`config.mk`:
```
export PLATFORM = sky130hd
export DESIGN_NAME = provisioning_frame_deframer_flat
export DESIGN_NICKNAME = d
export VERILOG_FILES = /design/src/hw/rtl/pfd_pkg.sv /design/src/hw/rtl/pfd_stream_if.sv /design/src/hw/rtl/provisioning_frame_deframer.sv /design/src/hw/rtl/pfd_front.sv /design/src/hw/rtl/pfd_back.sv /design/src/flat_wrapper.sv
export SDC_FILE = /design/constraint.sdc
export NUM_CORES = 1
export LEC_CHECK = 0
export BUFFER_PORTS_ARGS = -buffer_cell sky130_fd_sc_hd__clkbuf_2
export CORE_UTILIZATION = 54
export DETAILED_ROUTE_END_ITERATION = 8
export HOLD_SLACK_MARGIN = 0.05
export PLACE_DENSITY = 0.85
export SETUP_SLACK_MARGIN = 0.05
export SLEW_MARGIN = 0
export SYNTH_ARGS = -nofsm -noshare
export SYNTH_HDL_FRONTEND = slang
export SYNTH_SLANG_ARGS = --single-unit
```
`constraint.sdc`:
```
create_clock -name clk_i -period 1.8 [get_ports clk_i]
set_input_delay 0.36 -clock clk_i [delete_from_list [all_inputs] [get_ports clk_i]]
set_output_delay 0.36 -clock clk_i [all_outputs]
set_load 0.05 [all_outputs]
```
`src/hw/rtl/pfd_pkg.sv`:
```
// ----------------------------------------------------------------------------
// Provisioning frame deframer package
// Shared item types, operation and event codes, and the header character table.
// ----------------------------------------------------------------------------
package pfd_pkg;

  localparam int unsigned ByteW     = 8;
  localparam int unsigned EventW    = 3;
  localparam int unsigned PosW      = 9;
  localparam int unsigned IdleW     = 16;
  localparam int unsigned CfgIdxW   = 2;
  localparam int unsigned CfgDataW  = 16;

  // Frame layout positions.
  localparam logic [PosW-1:0] PosHdrEnd  = 9'd6;
  localparam logic [PosW-1:0] PosVersion = 9'd6;
  localparam logic [PosW-1:0] PosType    = 9'd7;
  localparam logic [PosW-1:0] PosLength  = 9'd8;
  localparam logic [PosW-1:0] PosPayload = 9'd9;

  // Configuration register indexes.
  localparam logic [CfgIdxW-1:0] CfgProtocolVersion = 2'd0;
  localparam logic [CfgIdxW-1:0] CfgRpcFrameType    = 2'd1;
  localparam logic [CfgIdxW-1:0] CfgIdleTimeout     = 2'd2;

  localparam logic [ByteW-1:0] ProtocolVersionRst = 8'd1;
  localparam logic [ByteW-1:0] RpcFrameTypeRst    = 8'd3;
  localparam logic [IdleW-1:0] IdleTimeoutRst     = 16'd50;

  typedef enum logic {
    OP_BYTE = 1'b0,
    OP_TICK = 1'b1
  } op_kind_e;

  typedef enum logic [EventW-1:0] {
    EV_PAYLOAD   = 3'd0,
    EV_RPC_GOOD  = 3'd1,
    EV_CSUM_ERR  = 3'd2,
    EV_OTHER_GOOD = 3'd3,
    EV_TIMEOUT   = 3'd4
  } event_e;

  typedef struct packed {
    logic             command;
    logic [ByteW-1:0] rx_byte;
  } in_item_t;

  typedef struct packed {
    logic [EventW-1:0] event_res;
    logic [ByteW-1:0]  payload_byte;
    logic [ByteW-1:0]  payload_index;
    logic [ByteW-1:0]  frame_type;
    logic [ByteW-1:0]  payload_length;
  } out_item_t;

  // Classified operation handed from the front to the back.
  typedef struct packed {
    op_kind_e         kind;
    logic [ByteW-1:0] data;
  } op_t;

  // Expected ASCII character at each header position.
  function automatic logic [ByteW-1:0] hdr_char(input logic [2:0] idx);
    logic [ByteW-1:0] c;
    unique case (idx)
      3'd0:    c = 8'h49; // I
      3'd1:    c = 8'h4D; // M
      3'd2:    c = 8'h50; // P
      3'd3:    c = 8'h52; // R
      3'd4:    c = 8'h4F; // O
      3'd5:    c = 8'h56; // V
      default: c = 8'h00;
    endcase
    return c;
  endfunction

endpackage

```
`src/hw/rtl/pfd_stream_if.sv`:
```
// ----------------------------------------------------------------------------
// Valid/ready stream interface
// Carries one item of type T per accepted handshake.
// ----------------------------------------------------------------------------
interface pfd_stream_if #(
  parameter type T = logic
);
  logic valid;
  logic ready;
  T     payload;

  modport source (output valid, output payload, input ready);
  modport sink   (input valid, input payload, output ready);
endinterface

```
`src/hw/rtl/provisioning_frame_deframer.sv`:
```
// Path: an accepted item is written into the queue, then the parser's result for it is registered.
// Throughput: one item per cycle while the output is not stalled; the parser state updates as each item is taken.
// A two-entry queue lets the input keep accepting, until it is full, while a result waits on output.
// Reset: asynchronous, active low; parser idle, queue and output empty,
// configuration registers at their defaults (version 1, RPC type 3, timeout 50).
// ----------------------------------------------------------------------------
// Provisioning frame deframer
// Parses header, version, type, length, payload and checksum of provisioning frames, and reports idle timeouts.
// ----------------------------------------------------------------------------
module provisioning_frame_deframer (
  input  logic                         clk_i,
  input  logic                         rst_ni,
  input  logic                         cfg_we_i,
  input  logic [pfd_pkg::CfgIdxW-1:0]  cfg_idx_i,
  input  logic [pfd_pkg::CfgDataW-1:0] cfg_data_i,
  pfd_stream_if.sink                   in_i,
  pfd_stream_if.source                 out_o
);
  import pfd_pkg::*;

  logic op_valid;
  logic op_pop;
  op_t  op;

  pfd_front u_front (
    .clk_i      (clk_i),
    .rst_ni     (rst_ni),
    .in_valid_i (in_i.valid),
    .in_item_i  (in_i.payload),
    .in_ready_o (in_i.ready),
    .op_valid_o (op_valid),
    .op_o       (op),
    .op_pop_i   (op_pop)
  );

  pfd_back u_back (
    .clk_i       (clk_i),
    .rst_ni      (rst_ni),
    .cfg_we_i    (cfg_we_i),
    .cfg_idx_i   (cfg_idx_i),
    .cfg_data_i  (cfg_data_i),
    .op_valid_i  (op_valid),
    .op_i        (op),
    .op_pop_o    (op_pop),
    .out_valid_o (out_o.valid),
    .out_item_o  (out_o.payload),
    .out_ready_i (out_o.ready)
  );

endmodule

```
`src/hw/rtl/pfd_front.sv`:
```
// ----------------------------------------------------------------------------
// Deframer front end
// Accepts input items, classifies them as bytes or ticks, and queues them.
// ----------------------------------------------------------------------------
module pfd_front (
  input  logic            clk_i,
  input  logic            rst_ni,
  input  logic            in_valid_i,
  input  pfd_pkg::in_item_t in_item_i,
  output logic            in_ready_o,
  output logic            op_valid_o,
  output pfd_pkg::op_t    op_o,
  input  logic            op_pop_i
);
  import pfd_pkg::*;

  op_t        mem_q [2];
  logic       wr_ptr_q, wr_ptr_d;
  logic       rd_ptr_q, rd_ptr_d;
  logic [1:0] cnt_q, cnt_d;
  logic       push, pop;
  op_t        op_new;

  assign in_ready_o = (cnt_q != 2'd2);
  assign op_valid_o = (cnt_q != 2'd0);
  assign op_o       = mem_q[rd_ptr_q];

  assign push = in_valid_i && in_ready_o;
  assign pop  = op_pop_i && op_valid_o;

  always_comb begin
    op_new.kind = in_item_i.command ? OP_TICK : OP_BYTE;
    op_new.data = in_item_i.rx_byte;
  end

  always_comb begin
    wr_ptr_d = push ? ~wr_ptr_q : wr_ptr_q;
    rd_ptr_d = pop ? ~rd_ptr_q : rd_ptr_q;
    cnt_d    = cnt_q + {1'b0, push} - {1'b0, pop};
  end

  always_ff @(posedge clk_i or negedge rst_ni) begin
    if (!rst_ni) begin
      wr_ptr_q <= 1'b0;
      rd_ptr_q <= 1'b0;
      cnt_q    <= 2'd0;
    end else begin
      wr_ptr_q <= wr_ptr_d;
      rd_ptr_q <= rd_ptr_d;
      cnt_q    <= cnt_d;
    end
  end

  always_ff @(posedge clk_i) begin
    if (push) begin
      mem_q[wr_ptr_q] <= op_new;
    end
  end

endmodule

```
`src/hw/rtl/pfd_back.sv`:
```
// ----------------------------------------------------------------------------
// Deframer back end
// Runs the frame parser on queued operations and registers the result item.
// ----------------------------------------------------------------------------
module pfd_back (
  input  logic                         clk_i,
  input  logic                         rst_ni,
  input  logic                         cfg_we_i,
  input  logic [pfd_pkg::CfgIdxW-1:0]  cfg_idx_i,
  input  logic [pfd_pkg::CfgDataW-1:0] cfg_data_i,
  input  logic                         op_valid_i,
  input  pfd_pkg::op_t                 op_i,
  output logic                         op_pop_o,
  output logic                         out_valid_o,
  output pfd_pkg::out_item_t           out_item_o,
  input  logic                         out_ready_i
);
  import pfd_pkg::*;

  logic [ByteW-1:0] version_q;
  logic [ByteW-1:0] rpc_type_q;
  logic [IdleW-1:0] timeout_q;

  logic [PosW-1:0]  pos_q, pos_d;
  logic [ByteW-1:0] type_q, type_d;
  logic [ByteW-1:0] len_q, len_d;
  logic [ByteW-1:0] sum_q, sum_d;
  logic [IdleW-1:0] idle_q, idle_d;

  logic             out_valid_q, out_valid_d;
  out_item_t        out_item_q;
  logic             emit;
  event_e           ev;
  logic [ByteW-1:0] ev_byte, ev_index;

  logic             go;
  logic [ByteW-1:0] want;
  logic [PosW-1:0]  end_pos;
  logic [ByteW-1:0] sum_add;
  logic [PosW-1:0]  pay_idx;

  assign go       = op_valid_i && (!out_valid_q || out_ready_i);
  assign op_pop_o = go;

  assign want    = (pos_q < PosHdrEnd) ? hdr_char(pos_q[2:0]) : version_q;
  assign end_pos = PosPayload + {1'b0, len_q};
  assign sum_add = sum_q + op_i.data;
  assign pay_idx = pos_q - PosPayload;

  always_ff @(posedge clk_i or negedge rst_ni) begin
    if (!rst_ni) begin
      version_q  <= ProtocolVersionRst;
      rpc_type_q <= RpcFrameTypeRst;
      timeout_q  <= IdleTimeoutRst;
    end else if (cfg_we_i) begin
      unique case (cfg_idx_i)
        CfgProtocolVersion: version_q  <= cfg_data_i[ByteW-1:0];
        CfgRpcFrameType:    rpc_type_q <= cfg_data_i[ByteW-1:0];
        CfgIdleTimeout:     timeout_q  <= cfg_data_i[IdleW-1:0];
        default:            ;
      endcase
    end
  end

  always_comb begin
    pos_d    = pos_q;
    type_d   = type_q;
    len_d    = len_q;
    sum_d    = sum_q;
    idle_d   = idle_q;
    emit     = 1'b0;
    ev       = EV_PAYLOAD;
    ev_byte  = '0;
    ev_index = '0;
    if (go) begin
      if (op_i.kind == OP_TICK) begin
        if (idle_q >= timeout_q) begin
          idle_d = '0;
          emit   = (pos_q != '0);
          ev     = EV_TIMEOUT;
          pos_d  = '0;
          type_d = '0;
          len_d  = '0;
          sum_d  = '0;
        end else begin
          idle_d = idle_q + 1'b1;
        end
      end else if (pos_q <= PosVersion) begin
        // Header and version bytes: a mismatch drops the frame silently.
        if (op_i.data != want) begin
          pos_d  = '0;
          type_d = '0;
          len_d  = '0;
          sum_d  = '0;
        end else begin
          sum_d  = sum_add;
          pos_d  = pos_q + 1'b1;
          idle_d = '0;
        end
      end else if (pos_q == PosType || pos_q == PosLength) begin
        if (pos_q == PosType) begin
          type_d = op_i.data;
        end else begin
          len_d = op_i.data;
        end
        sum_d  = sum_add;
        pos_d  = pos_q + 1'b1;
        idle_d = '0;
      end else begin
        idle_d = '0;
        emit   = 1'b1;
        if (pos_q < end_pos) begin
          ev       = EV_PAYLOAD;
          ev_byte  = op_i.data;
          ev_index = pay_idx[ByteW-1:0];
          sum_d    = sum_add;
          pos_d    = pos_q + 1'b1;
        end else begin
          if (op_i.data != sum_q) begin
            ev = EV_CSUM_ERR;
          end else if (type_q == rpc_type_q) begin
            ev = EV_RPC_GOOD;
          end else begin
            ev = EV_OTHER_GOOD;
          end
          pos_d  = '0;
          type_d = '0;
          len_d  = '0;
          sum_d  = '0;
        end
      end
    end
  end

  always_comb begin
    if (go) begin
      out_valid_d = emit;
    end else if (out_ready_i) begin
      out_valid_d = 1'b0;
    end else begin
      out_valid_d = out_valid_q;
    end
  end

  always_ff @(posedge clk_i or negedge rst_ni) begin
    if (!rst_ni) begin
      pos_q       <= '0;
      type_q      <= '0;
      len_q       <= '0;
      sum_q       <= '0;
      idle_q      <= '0;
      out_valid_q <= 1'b0;
    end else begin
      pos_q       <= pos_d;
      type_q      <= type_d;
      len_q       <= len_d;
      sum_q       <= sum_d;
      idle_q      <= idle_d;
      out_valid_q <= out_valid_d;
    end
  end

  // The result reports the type and length held before the frame ends.
  always_ff @(posedge clk_i) begin
    if (go && emit) begin
      out_item_q.event_res      <= ev;
      out_item_q.payload_byte   <= ev_byte;
      out_item_q.payload_index  <= ev_index;
      out_item_q.frame_type     <= type_q;
      out_item_q.payload_length <= len_q;
    end
  end

  assign out_valid_o = out_valid_q;
  assign out_item_o  = out_item_q;

endmodule

```
`src/flat_wrapper.sv`:
```
// flat-port wrapper written by rule: the top's interface ports become plain ports
module provisioning_frame_deframer_flat import pfd_pkg::*;
  (clk_i, rst_ni, cfg_we_i, cfg_idx_i, cfg_data_i, in_i_valid, in_i_payload, in_i_ready, out_o_valid, out_o_payload, out_o_ready);
  pfd_stream_if in_i_i ();
  pfd_stream_if out_o_i ();
  input  logic clk_i;
  input  logic rst_ni;
  input  logic cfg_we_i;
  input  logic [pfd_pkg::CfgIdxW-1:0] cfg_idx_i;
  input  logic [pfd_pkg::CfgDataW-1:0] cfg_data_i;
  input wire logic [$bits(in_i_i.valid)-1:0] in_i_valid;
  input wire logic [$bits(in_i_i.payload)-1:0] in_i_payload;
  output wire logic [$bits(in_i_i.ready)-1:0] in_i_ready;
  output wire logic [$bits(out_o_i.valid)-1:0] out_o_valid;
  output wire logic [$bits(out_o_i.payload)-1:0] out_o_payload;
  input wire logic [$bits(out_o_i.ready)-1:0] out_o_ready;
  assign in_i_i.valid = in_i_valid;
  assign in_i_i.payload = in_i_payload;
  assign in_i_ready = in_i_i.ready;
  assign out_o_valid = out_o_i.valid;
  assign out_o_payload = out_o_i.payload;
  assign out_o_i.ready = out_o_ready;
  provisioning_frame_deframer u_core (.clk_i(clk_i), .rst_ni(rst_ni), .cfg_we_i(cfg_we_i), .cfg_idx_i(cfg_idx_i), .cfg_data_i(cfg_data_i), .in_i(in_i_i), .out_o(out_o_i));
endmodule
```
---- Word-level counts from Yosys, hierarchy flattened ----
Memories as Yosys holds them, arrays and structs flattened.
Index checks and enable logic that the tools add are counted.
storage, ports and cells
  logic and storage cells ................. 82
  output and inout bits ................... 3
  memory bits (writable) .................. 2
  memories kept ........................... 1
  flip-flop bits (word level) ............. 63
  input bits .............................. 24
operators by class
  eq/ne operators ......................... 15
  reductions and logical operators ........ 17
  mux-type cells .......................... 28
  bitwise logic cells ..................... 2
  $lt $le $gt $ge ......................... 4
  $add $sub $neg .......................... 5
memories
  memory                depth  bits a word  read ports  clocked after Yosys merged registers in  write ports  line             text
  u_core.u_front.mem_q  2      1            1           0                                        1            pfd_front.sv:17  op_t mem_q [2];
operator list
  operator                                                                          number
  16-bit 2-to-1 mux                                                                 4
  8-bit 2-to-1 mux                                                                  8
  9-bit 2-to-1 mux                                                                  6
  7-bit case mux with 6 select lines                                                1
  16-bit by 1-bit adder with 16-bit output, second input constant                   1
  16-bit greater-or-equal comparator                                                1
  4-bit by 8-bit adder with 9-bit output, first input constant                      1
  9-bit by 1-bit adder with 9-bit output, second input constant                     1
  9-bit by 3-bit equality test with 1-bit output, second input constant             1
  9-bit by 4-bit equality test with 1-bit output, second input constant             1
  9-bit by 3-bit less-or-equal comparator with 1-bit output, second input constant  1
  9-bit by 3-bit < comparator with 1-bit output, second input constant              1
  9-bit < comparator                                                                1
  1-bit 2-to-1 mux                                                                  9
  9-bit nonzero test                                                                1
  4-bit by 3-bit != test with 1-bit output, second input constant                   2
  8-bit != test                                                                     1
  2-bit AND reduction                                                               4
  3-bit by 2-bit equality test with 1-bit output, second input constant             2
  3-bit equality test, second input constant                                        2
  5-bit AND reduction                                                               1
  1-bit logical AND                                                                 4
  2-bit != test, second input constant                                              2
  2-bit nonzero test                                                                2
  11 further kinds                                                                  13

---- Logic depth before layout (Yosys ltp) ----
Gate-level depths: netlist of the first run.
  word-level depth ........................ 7
  mapped depth ............................ 9
  depth with buffers taken out ............ 8

---- Cells and area by module ----
A second synthesis of the first run with hierarchy kept.
unflattened totals
  cell total of the unflattened synthesis .. 658
  area, all modules ....................... 7335.8 µm²
by module, submodules not included
  module                       area each (µm²)  seq. area each (µm²)  cells each  times used
  pfd_back                     6486.2           3110.5                612         1
  pfd_front                    845.8            640.6                 45          1
  provisioning_frame_deframer  3.8              0.0                   1           1

---- Least setup slack after synthesis of the first run ----
Ideal clock, no wire load.
  kind .................................... register -> register
  from .................................... register u_core.u_back.out_valid_q, in the netlist u_core.u_back.out_valid_o
  to ...................................... register u_core.u_front.cnt_q[1]
  stages on the path, launching flop included .. 10
  library setup time ...................... 80 ps
  path buffers ............................ 1
  required time ........................... 1720 ps
  data arrival time ....................... 1883 ps
  path slack .............................. -162 ps
  period minus slack after synthesis ...... 1962 ps
  cell sequence ........................... dfrtp_1 nor2b_1 or2_1 buf_6 inv_1 ha_1 inv_1 ha_1 xnor2_1 xnor2_1
between the ends
  cells in the longest elaborated chain, start to end .. 5
ends and longest elaborated chain
  element                                      line                               text
  from (decl)                                  pfd_back.sv:30                     logic out_valid_q, out_valid_d;
  from (signal assigned)                       pfd_back.sv:159                    out_valid_q <= out_valid_d;
  1-bit zero test                              pfd_back.sv:42                     assign go = op_valid_i && (!out_valid_q || out_ready_i);
  1-bit logical OR                             pfd_back.sv:42
  1-bit logical AND                            pfd_back.sv:42
  net u_core.op_pop                            provisioning_frame_deframer.sv:22  logic op_pop;
  1-bit logical AND                            pfd_front.sv:29                    assign pop = op_pop_i && op_valid_o;
  2-bit by 1-bit subtractor with 2-bit output  pfd_front.sv:39                    cnt_d = cnt_q + {1'b0, push} - {1'b0, pop};
  net u_core.u_front.cnt_d[1]                  pfd_front.sv:20                    logic [1:0] cnt_q, cnt_d;
  to (signal assigned)                         pfd_front.sv:50                    cnt_q <= cnt_d;
  to (decl)                                    pfd_front.sv:20
The timed path passes the listed nets, and every way through them passes these cells.
A chain may end at the register's enable or synchronous reset.

---- Worst setup path in the final report of the first run ----
  from .................................... register u_core.u_back.pos_q[1]
  to ...................................... register u_core.u_back.pos_q[0]
between the ends
  cells in the longest elaborated chain, start to end .. 7
  elaborated cells on any way between the ends .. 20
  classes of those cells .................. order compare (3); eq/ne (8); mux (7); reduce/logical (2)
ends and longest elaborated chain
  element                                                                                line             text
  from (decl)                                                                            pfd_back.sv:24   logic [PosW-1:0] pos_q, pos_d;
  from (signal assigned)                                                                 pfd_back.sv:154  pos_q <= pos_d;
  branches (longest 5 deep; another with 9-bit by 3-bit < comparator with 1-bit output)  --
  9-bit 2-to-1 mux (*)                                                                   pfd_back.sv:88   end else if (pos_q <= PosVersion) begin
  9-bit 2-to-1 mux (*)                                                                   pfd_back.sv:76   if (op_i.kind == OP_TICK) begin
Every way passes the cells marked *.

==> impl_metrics.tcl, run 1 <==
set metrics [dict create \
    status "finished, final reports clean" \
    vias 1080 \
    critPathCapture "u_core.u_back.pos_q[0]$_DFFE_PN0P_" \
    die_h_um 53.0 \
    rows 18 \
    cap_violations 0 \
    postPlaceCellArea_mm2 0.00157 \
    period_needed_ns 1.77 \
    portBuffers 18 \
    rsz0062_at_grt "yes" \
    fin_worst_skew_ns 0.00307 \
    setup_viol 0 \
    required_ns 2.06 \
    cp-start-kind "flip-flop" \
    antenna_found_initial 0 \
    timing.rr.end "u_core.u_back.pos_q[0]$_DFFE_PN0P_" \
    clk_latency_ns 0.32 \
    die_w_um 53.0 \
    cts_root_buf "clkbuf_4" \
    route.detailed.drc 0 \
    cts_tree "built" \
    drt_iter0_markers 26 \
    synthArstFlopShare_pct 88.5 \
    clockBufferDepth 2 \
    numCtsBuffers 3 \
    r2r_slack_ns 0.03 \
    tightest_slew_ns 0.577 \
    ant_nets 0 \
    irDropWorstVdd_v 0.000835 \
    drv_slew 0 \
    max_stage_delay_ns 0.52 \
    multi_input_area_um2 782 \
    ys_seq_area_share_pct 47.5 \
    start_util_pct 57.1 \
    h-tree-depth 1 \
    place_hpwl_mm 1.95 \
    worst_path_max_delay_cell "dfrtp_2" \
    worst-setup-path-type "flip-flop to flip-flop" \
    r2r_cells 6 \
    clkTransAtPathRegs_ns 0.15 \
    timing.rr.start "u_core.u_back.pos_q[1]$_DFFE_PN0P_" \
    grt_pass1_wl_mm 4.46 \
    holdWs_ns 0.220 \
    nets 187 \
    grt_pass1_vias 1100 \
    syn_area_per_cell_um2 11.4 \
    overflow 0 \
    p_leak_uw 0.000741 \
    nFillCells 170 \
    critPathArrivalTime_ns 2.02 \
    design_area_mm2 0.00175 \
    layout-area-overhead-vs-synth_pct 24.5 \
    die-area_mm2 0.00281 \
    synth_nets 155 \
    min_path_type "input pin to flip-flop" \
    timing.final.ws_setup_ns 0.0322 \
    ys.flop_type "dfrtp_1" \
    yosysWarnings 0 \
    synth-seq-cells 26 \
    first_pass_iters 4 \
    fp.coreArea_mm2 0.00245 \
    crit_chain "ha_4, o21a_1, o311a_1, o221ai_2, nand3_2, o21ai_2" \
    fmaxAchievable_mhz 566 \
    cp_max_fo 6 \
    seq_area_um2 671 \
    dp_slack_ns 0.0182 \
    via_per_inst 5.87 \
    detail_route.wl_per_cell_um 17.2 \
    grt_max_degree 24 \
    syn_inst 123 \
    holdCritStartpoint "in_i_payload" \
    track_usage_pct 22.2 \
    slew_headroom_pct 61.5 \
    powerDensity_mw_per_mm2 936 \
    critical_path.endpoint_type "flip-flop" \
    pin_count 27 \
    syn_area_mm2 0.00140 \
    antenna_cells 0 \
    clock_sinks 26 \
    crit_start "u_core.u_back.pos_q[1]$_DFFE_PN0P_" \
    gp_congestion 0.871 \
    ys_types 41 \
    wirelength_mm 3.17 \
    fin_crit_sh_pct 98.2 \
    synth_edf_count 3 \
    drive_gt1_share_pct 48.1 \
    hold_violations 0 \
]
-- power breakdown --
group	leakage, µW	switching, µW	total [µW]	internal, µW
registers	0.000317	71.7	767	695
logic	0.000410	313	598	285
clock network	0.0000150	184	271	86.8
-- kinds of logic (layout without fill, tap and decap cells) --
kind of cell	count (synthesis)	in the layout	synth area share, %
adders and majority gates	8	8	7.14
xor gates and xnor gates	9	9	5.62
buffers and inverters	14	45	4.55
DFF	26	26	47.5
muxes	10	10	7.85
AOI/OAI and AO/OA	18	18	9.99
and+or+nand+nor	38	38	17.3
-- flip-flops by register name (all words and copies together) (netlist names) --
signal                     count
u_core.u_back.version_q        8
u_core.u_front.cnt_q           2
u_core.u_front.wr_ptr_q        1
u_core.u_back.len_q            1
u_core.u_back.pos_q            9
u_core.u_front.rd_ptr_q        1
u_core.u_front.mem_q           2
u_core.u_back.out_item_o       1
u_core.u_back.out_valid_o      1
-- critical path, delay by kind of cell, from the launching register on --
kind / cells / cell delay, ns
simple gates: 1 / 0.15
fa+ha+maj: 1 / 0.26
compound gates: 4 / 0.78
flops: 1 / 0.52
-- routing by layer --
metal  vias up  wire [µm]  track usage [%]
li1        495          -                -
met4         0         63             10.5
met2        50       1630             42.6
met5         -          0                0
met3         8        207             4.89
met1       527       1270             22.0
-- what timing repair did --
item                                    in CTS  in global routing
pin swaps                                    1                  3
endpoints found under the hold margin       22                  0
setup buffers                                1                  7
cloned                                       0                  0
resized for setup                            4                 14
endpoints found under the setup margin       6                  6
hold buffers                                 1                  0
-- synthesized netlist by cell type, types with 2 or more instances --
cell type | number | area share, %
and2_1 | 2 | 0.89
buf_2 | 3 | 1.1
dfrtp_1 | 22 | 39
edfxtp_1 | 3 | 6.4
ha_1 | 8 | 7.1
inv_1 | 10 | 2.7
mux2_2 | 8 | 6.4
mux2i_1 | 2 | 1.4
nand2_1 | 5 | 1.3
nand2b_1 | 3 | 1.3
nand3_1 | 4 | 1.4
nor2_1 | 8 | 2.1
nor2b_1 | 2 | 0.89
nor3_1 | 2 | 0.71
nor4_1 | 2 | 0.89
o2111ai_1 | 2 | 1.2
o21ai_0 | 2 | 0.71
o21ai_1 | 2 | 0.71
o22ai_1 | 2 | 0.89
or2_1 | 2 | 0.89
xnor2_1 | 9 | 5.6
-- stage by stage --
stage	setup TNS, ns	instances	power (µW)	utilization [%]
2_1_floorplan	0	123	1250	-
3_3_place_gp	0	171	1330	64.1
3_5_place_dp	0	171	1360	64.1
4_1_cts	0	177	1620	66.5
5_1_grt	-0.132	184	1710	71.2
6_report	0	184	1640	71.2
-- layout make-up --
class | count | share of cell area [%]
clock buffers | 4 | 1.50
inverters | 10 | 2.29
well taps | 30 | 2.15
flip-flops and latches | 26 | 38.4
multi-input cells | 83 | 44.8
repair buffers | 31 | 10.9
-- cell usage in the layout (no fill, tap or decap), types with 3 or more instances in the layout --
| cell type | n |
|---|---|
| dfrtp_2 | 3 |
| buf_4 | 12 |
| xnor2_1 | 8 |
| inv_1 | 6 |
| ha_2 | 4 |
| mux2_2 | 8 |
| inv_2 | 3 |
| ha_4 | 4 |
| edfxtp_1 | 3 |
| nand2_1 | 5 |
| dfrtp_1 | 19 |
| clkbuf_4 | 3 |
| nor2_1 | 8 |
| clkbuf_2 | 18 |
| nand3_1 | 3 |
-- worst min path at each step --
stage	endpoint	slack, ns	cells after the start
floorplan	u_core.u_back.len_q[0]$_DFFE_PN0P_	0.06	0
global placement	u_core.u_back.version_q[3]$_DFFE_PN0P_	0.37	1
detailed placement	u_core.u_back.version_q[1]$_DFFE_PN0P_	0.38	1
CTS	u_core.u_front.mem_q[0]$_DFFE_PP_	0.22	1
global route	u_core.u_front.mem_q[0]$_DFFE_PP_	0.21	1
finish	u_core.u_front.mem_q[0]$_DFFE_PP_	0.22	1
No activity file was read; power rests on OpenSTA's default activity.
==> run 2: changes to the inputs <==
--- a/config.mk
+++ b/config.mk
@@ -10,7 +10,7 @@
 export DETAILED_ROUTE_END_ITERATION = 8
 export HOLD_SLACK_MARGIN = 0.05
 export PLACE_DENSITY = 0.85
-export SETUP_SLACK_MARGIN = 0.05
+export SETUP_SLACK_MARGIN = 0.2
 export SLEW_MARGIN = 0
 export SYNTH_ARGS = -nofsm -noshare
 export SYNTH_HDL_FRONTEND = slang
==> run 2 against run 1 <==
Compared with the run above: wire length shrank 13%; maximum frequency grew 0.14%; non-clock buffer count grew 1; design area grew 2.7%; largest power group unchanged; sequential power shrank 0.9%; count of clock-buffer cells in the layout is the same; total power grew 6.0%; combinational power grew 13%; clock power grew 9.2%; setup slack gained 0.0025 ns; hold slack lost 0.0021 ns; sequential share of layout area shrank 0.92 points.
==> impl_metrics.tcl, run 2 (synthesis results as in run 1) <==
set metrics [dict create \
    grt_pass1_vias 1010 \
    period_needed_ns 1.77 \
    clk_latency_ns 0.33 \
    via_per_inst 5.71 \
    irDropWorstVdd_v 0.00111 \
    clock_sinks 26 \
    route.detailed.drc 0 \
    detail_route.wl_per_cell_um 15.0 \
    grt_max_degree 24 \
    die_h_um 53.0 \
    die_w_um 53.0 \
    tightest_slew_ns 0.567 \
    cp_max_fo 6 \
    fp.coreArea_mm2 0.00245 \
    grt_pass1_wl_mm 4.35 \
    antenna_cells 0 \
    timing.rr.end "u_core.u_back.pos_q[1]$_DFFE_PN0P_" \
    clkTransAtPathRegs_ns 0.14 \
    required_ns 2.06 \
    drive_gt1_share_pct 52.3 \
    powerDensity_mw_per_mm2 966 \
    fin_worst_skew_ns 0.00467 \
    portBuffers 18 \
    cp-start-kind "flip-flop" \
    fin_crit_sh_pct 98.1 \
    largest_reg_flops 9 \
    place_hpwl_mm 1.92 \
    critical_path.endpoint_type "flip-flop" \
    worstHoldEndpoint "u_core.u_front.mem_q[1]$_DFFE_PP_" \
    max_flop_register "u_core.u_back.pos_q" \
    overflow 0 \
    start_util_pct 57.1 \
    track_usage_pct 22.2 \
    place_inst 171 \
    worst-setup-path-type "flip-flop to flip-flop" \
    min_path_type "input pin to flip-flop" \
    holdCritStartpoint "in_i_payload" \
    clockBufferDepth 2 \
    gp_congestion 0.885 \
    p_leak_uw 0.000762 \
    antenna_found_initial 0 \
    cts_tree "built" \
    fmaxAchievable_mhz 566 \
    final_cell_mix "clkbuf_2 (18), dfrtp_1 (18), buf_4 (12)" \
    cap_violations 0 \
    nets 188 \
    instances_no_fill 185 \
    drv_slew 0 \
    status "finished, final reports clean" \
    top_regs "u_core.u_back.pos_q (9), u_core.u_back.version_q (8)" \
    pin_count 27 \
    r2r_cells 6 \
    min_path_cells 1 \
    timing.rr.start "u_core.u_back.pos_q[1]$_DFFE_PN0P_" \
    numCtsBuffers 3 \
    layout-area-overhead-vs-synth_pct 27.8 \
    die-area_mm2 0.00281 \
    h-tree-depth 1 \
    rsz0062_at_grt "yes" \
    cts_root_buf "clkbuf_4" \
    hold_violations 0 \
    first_pass_iters 4 \
    vias 1056 \
    critPathArrivalTime_ns 2.02 \
    r2r_slack_ns 0.03 \
    setup_viol 0 \
    finalSetupTns_ns 0 \
    rows 18 \
    drt_iter0_markers 43 \
    slew_headroom_pct 62.2 \
    ant_nets 0 \
    wirelength_mm 2.77 \
]
[run 2: cell types whose count changed in the layout (fill, tap and decap cells not counted), sizes merged]
cell,before,now
buf,12,13
[run 2: layout make-up]
type / instances / area, µm²
Multi-Input combinational cell: 83 / 803
Inverter: 10 / 42.5
Clock buffer: 4 / 36.3
Sequential cell: 26 / 672
Fill cell: 173 / 662
Timing Repair Buffer: 32 / 201
Tap cell: 30 / 37.5
[run 2: routing by layer]
layer | GRT usage, % | up-vias | part of all wire (%)
met5 | 0 | - | 0
met4 | 11.4 | 0 | 2.0
met3 | 2.59 | 5 | 3.6
met2 | 41.8 | 32 | 55
met1 | 23.8 | 521 | 39
li1 | - | 498 | -
[run 2: worst max-delay path by stage]
stage,startpoint,end,slack [ns],cells past startpoint
after floorplan,u_core.u_back.out_valid_o$_DFFE_PN0P_,u_core.u_front.cnt_q[1]$_DFF_PN0_,0.06,9
after global placement,u_core.u_back.pos_q[0]$_DFFE_PN0P_,u_core.u_back.len_q[0]$_DFFE_PN0P_,0.07,7
after detailed placement,u_core.u_back.pos_q[0]$_DFFE_PN0P_,u_core.u_back.len_q[0]$_DFFE_PN0P_,0.02,7
after CTS,u_core.u_back.pos_q[1]$_DFFE_PN0P_,u_core.u_back.pos_q[2]$_DFFE_PN0P_,0.12,6
after global routing,u_core.u_back.pos_q[1]$_DFFE_PN0P_,u_core.u_back.pos_q[0]$_DFFE_PN0P_,-0.04,6
final,u_core.u_back.pos_q[1]$_DFFE_PN0P_,u_core.u_back.pos_q[1]$_DFFE_PN0P_,0.03,6
[run 2: report_power, final]
| part | internal [µW] | switching [µW] |
|---|---|---|
| sequential | 696 | 65.0 |
| combinational | 341 | 336 |
| clock | 124 | 172 |
[run 2: critical path: stages, from the launching register on]
cell	delay (ns)
dfrtp_2	0.50
ha_4	0.26
o21a_1	0.12
o311a_1	0.30
o221ai_2	0.22
nand3_2	0.15
o22ai_1	0.13
[run 2: stage by stage]
| step | util [%] | area (µm²) | worst slack [ns] | power, µW | hold slack [ns] |
|---|---|---|---|---|---|
| detailed placement | 64.1 | 1570 | 0.0161 | 1360 | 0.380 |
| global placement | 64.1 | 1570 | 0.0665 | 1330 | 0.372 |
| CTS | 69.6 | 1710 | 0.124 | 1690 | 0.208 |
| global route | 73.0 | 1790 | -0.0396 | 1830 | 0.205 |
| floorplan | - | 1440 | 0.0622 | 1250 | 0.0644 |
| finish | 73.0 | 1790 | 0.0347 | 1730 | 0.218 |
[run 2: repair_timing]
item	in CTS	in global routing
endpoints found under the setup margin	9	12
endpoints found under the hold margin	22	0
resized for setup	15	12
pin swaps	8	8
hold buffers	1	0
buffers inserted	3	6
==> run 3: changes to the inputs <==
--- a/config.mk
+++ b/config.mk
@@ -5,7 +5,7 @@
 export SDC_FILE = /design/constraint.sdc
 export NUM_CORES = 1
 export LEC_CHECK = 0
-export BUFFER_PORTS_ARGS = -buffer_cell sky130_fd_sc_hd__clkbuf_2
+export BUFFER_PORTS_ARGS = -buffer_cell sky130_fd_sc_hd__buf_2
 export CORE_UTILIZATION = 54
 export DETAILED_ROUTE_END_ITERATION = 8
 export HOLD_SLACK_MARGIN = 0.05
==> run 3 against run 2 <==
Compared with the run above: total power is 8.0% higher; setup slack better by 0.046 ns; critical endpoint is now u_core.u_back.pos_q[0]$_DFFE_PN0P_; critical path depth is 1 higher; largest cell class unchanged; non-clock buffer count fell by 2; largest power group unchanged; sequential share of layout area up 0.41 points; flip-flop and latch count stayed put; utilization shrank 0.92 points; count of clock-buffer cells in the layout decreased by 1.
==> impl_metrics.tcl, run 3 (synthesis results as in run 1) <==
set metrics [dict create \
    crit_chain "inv_1, ha_4, o21a_1, o311a_1, o221ai_2, nand3_2, o21ai_1" \
    drv_slew 0 \
    antenna_found_initial 0 \
    worst-path-stages 7 \
    drive_gt1_share_pct 46.4 \
    vias 1039 \
    critical_path.endpoint_type "flip-flop" \
    irDropWorstVdd_v 0.000894 \
    p_leak_uw 0.000756 \
    crit_buf_inv 1 \
    first_pass_iters 4 \
    track_usage_pct 23.6 \
    drt_iter0_markers 8 \
    die-area_mm2 0.00281 \
    tightest_slew_ns 0.511 \
    min_path_type "input pin to flip-flop" \
    pin_count 27 \
    max_flop_register "u_core.u_back.pos_q" \
    worst-setup-path-type "flip-flop to flip-flop" \
    gp_congestion 0.881 \
    fin_crit_sh_pct 95.5 \
    final_common_cell "dfrtp_1" \
    detail_route.wl_per_cell_um 15.4 \
    clockBufferDepth 2 \
    fin_worst_skew_ns 0.00614 \
    min_path_cells 1 \
    cts_tree "built" \
    via_per_inst 5.68 \
    grt_max_degree 24 \
    max_stage_delay_ns 0.45 \
    rsz0062_at_grt "yes" \
    h-tree-depth 1 \
    largest_reg_flops 9 \
    start_util_pct 57.1 \
    antenna_cells 0 \
    grt_pass1_wl_mm 4.70 \
    clk_latency_ns 0.33 \
    ant_nets 0 \
    numCtsBuffers 3 \
    cts_root_buf "clkbuf_4" \
    cp-start-kind "flip-flop" \
    grt_pass1_vias 1056 \
    critPathArrivalTime_ns 1.98 \
    wirelength_mm 2.83 \
    place_hpwl_mm 1.95 \
    clkTransAtPathRegs_ns 0.15 \
    worst_path_max_delay_cell "dfrtp_1" \
    route.detailed.drc 0 \
    status "finished, final reports clean" \
    top_regs "u_core.u_back.pos_q (9), u_core.u_back.version_q (8)" \
    required_ns 2.06 \
    slew_headroom_pct 65.9 \
    setup_viol 0 \
    holdWs_ns 0.215 \
    clock_sinks 26 \
    cap_violations 0 \
    final_util_pct 72.1 \
    layout-area-overhead-vs-synth_pct 26.2 \
    crit_family "compound AO/OA/AOI/OAI gates" \
    powerDensity_mw_per_mm2 1060 \
    period_needed_ns 1.72 \
    r2r_cells 7 \
    rows 18 \
    die_h_um 53.0 \
    fmaxAchievable_mhz 582 \
    overflow 0 \
    hold_violations 0 \
    final_cell_mix "dfrtp_1 (19), buf_2 (18), buf_4 (9)" \
    die_w_um 53.0 \
    nets 186 \
    portBuffers 18 \
    fp.coreArea_mm2 0.00245 \
    cp_max_fo 4 \
]
## run 3: cell types whose count changed in the layout (fill, tap and decap cells not counted), moves of 3 or more
cell / delta
buf_2: +18
buf_4: -3
clkbuf_2: -18
ha_1: +3
## run 3: power by group
part	leakage (µW)	total, µW	internal [µW]	switching, µW
registers	0.000317	760	695	65.0
logic	0.000412	704	354	350
clock network	0.0000279	406	225	181
## run 3: repair_timing
item,in CTS,in global routing
buffers inserted,6,1
resized for setup,12,7
endpoints found under the setup margin,10,10
hold buffers,1,0
endpoints found under the hold margin,22,0
pin swaps,7,7
## run 3: cell type report
class / count / area (µm²)
clock buffers: 3 / 22.5
multi-input cells: 83 / 773
inverters: 10 / 42.5
well taps: 30 / 37.5
flip-flops and latches: 26 / 671
fillers: 168 / 684
repair buffers: 30 / 194
clock inverters: 1 / 30.0
## run 3: path summary, 6_finish.rpt
| kind | start | to | slack (ns) |
|---|---|---|---|
| min in group asynchronous | rst_ni | u_core.u_back.version_q[2]$_DFFE_PN0P_ | 0.52 |
| setup reg to reg | u_core.u_back.len_q[0]$_DFFE_PN0P_ | u_core.u_back.pos_q[0]$_DFFE_PN0P_ | 0.08 |
| hold reg to reg | u_core.u_front.wr_ptr_q$_DFFE_PN0P_ | u_core.u_front.wr_ptr_q$_DFFE_PN0P_ | 0.50 |
| setup / recovery | u_core.u_back.len_q[0]$_DFFE_PN0P_ | u_core.u_back.pos_q[0]$_DFFE_PN0P_ | 0.08 |
| max in group asynchronous | rst_ni | u_core.u_back.pos_q[1]$_DFFE_PN0P_ | 0.91 |
| hold / removal | in_i_payload | u_core.u_front.mem_q[0]$_DFFE_PP_ | 0.21 |
## run 3: metal layers
metal	up-vias	share of wire [%]	global-route usage [%]
li1	492	-	-
met1	522	40	27.1
met2	21	55	44.1
met3	4	3.1	3.45
met4	0	1.0	7.89
met5	-	0	0
## run 3: per-stage QoR
stage / TNS (ns) / setup WS (ns) / instances / power [µW] / instance area (µm²)
floorplan: 0 / 0.0622 / 123 / 1250 / 1440
global placement: 0 / 0.0719 / 171 / 1330 / 1570
detailed placement: 0 / 0.0289 / 171 / 1380 / 1570
CTS: 0 / 0.0853 / 182 / 1840 / 1740
global route: -0.0145 / -0.00857 / 183 / 1970 / 1770
finish: 0 / 0.0805 / 183 / 1870 / 1770
## run 3: worst reg2reg max path: stages, from the launching register on
cell and delay [ns]:
dfrtp_1 0.45, inv_1 0.11, ha_4 0.20, o21a_1 0.12, o311a_1 0.31, o221ai_2 0.18
nand3_2 0.14, o21ai_1 0.15
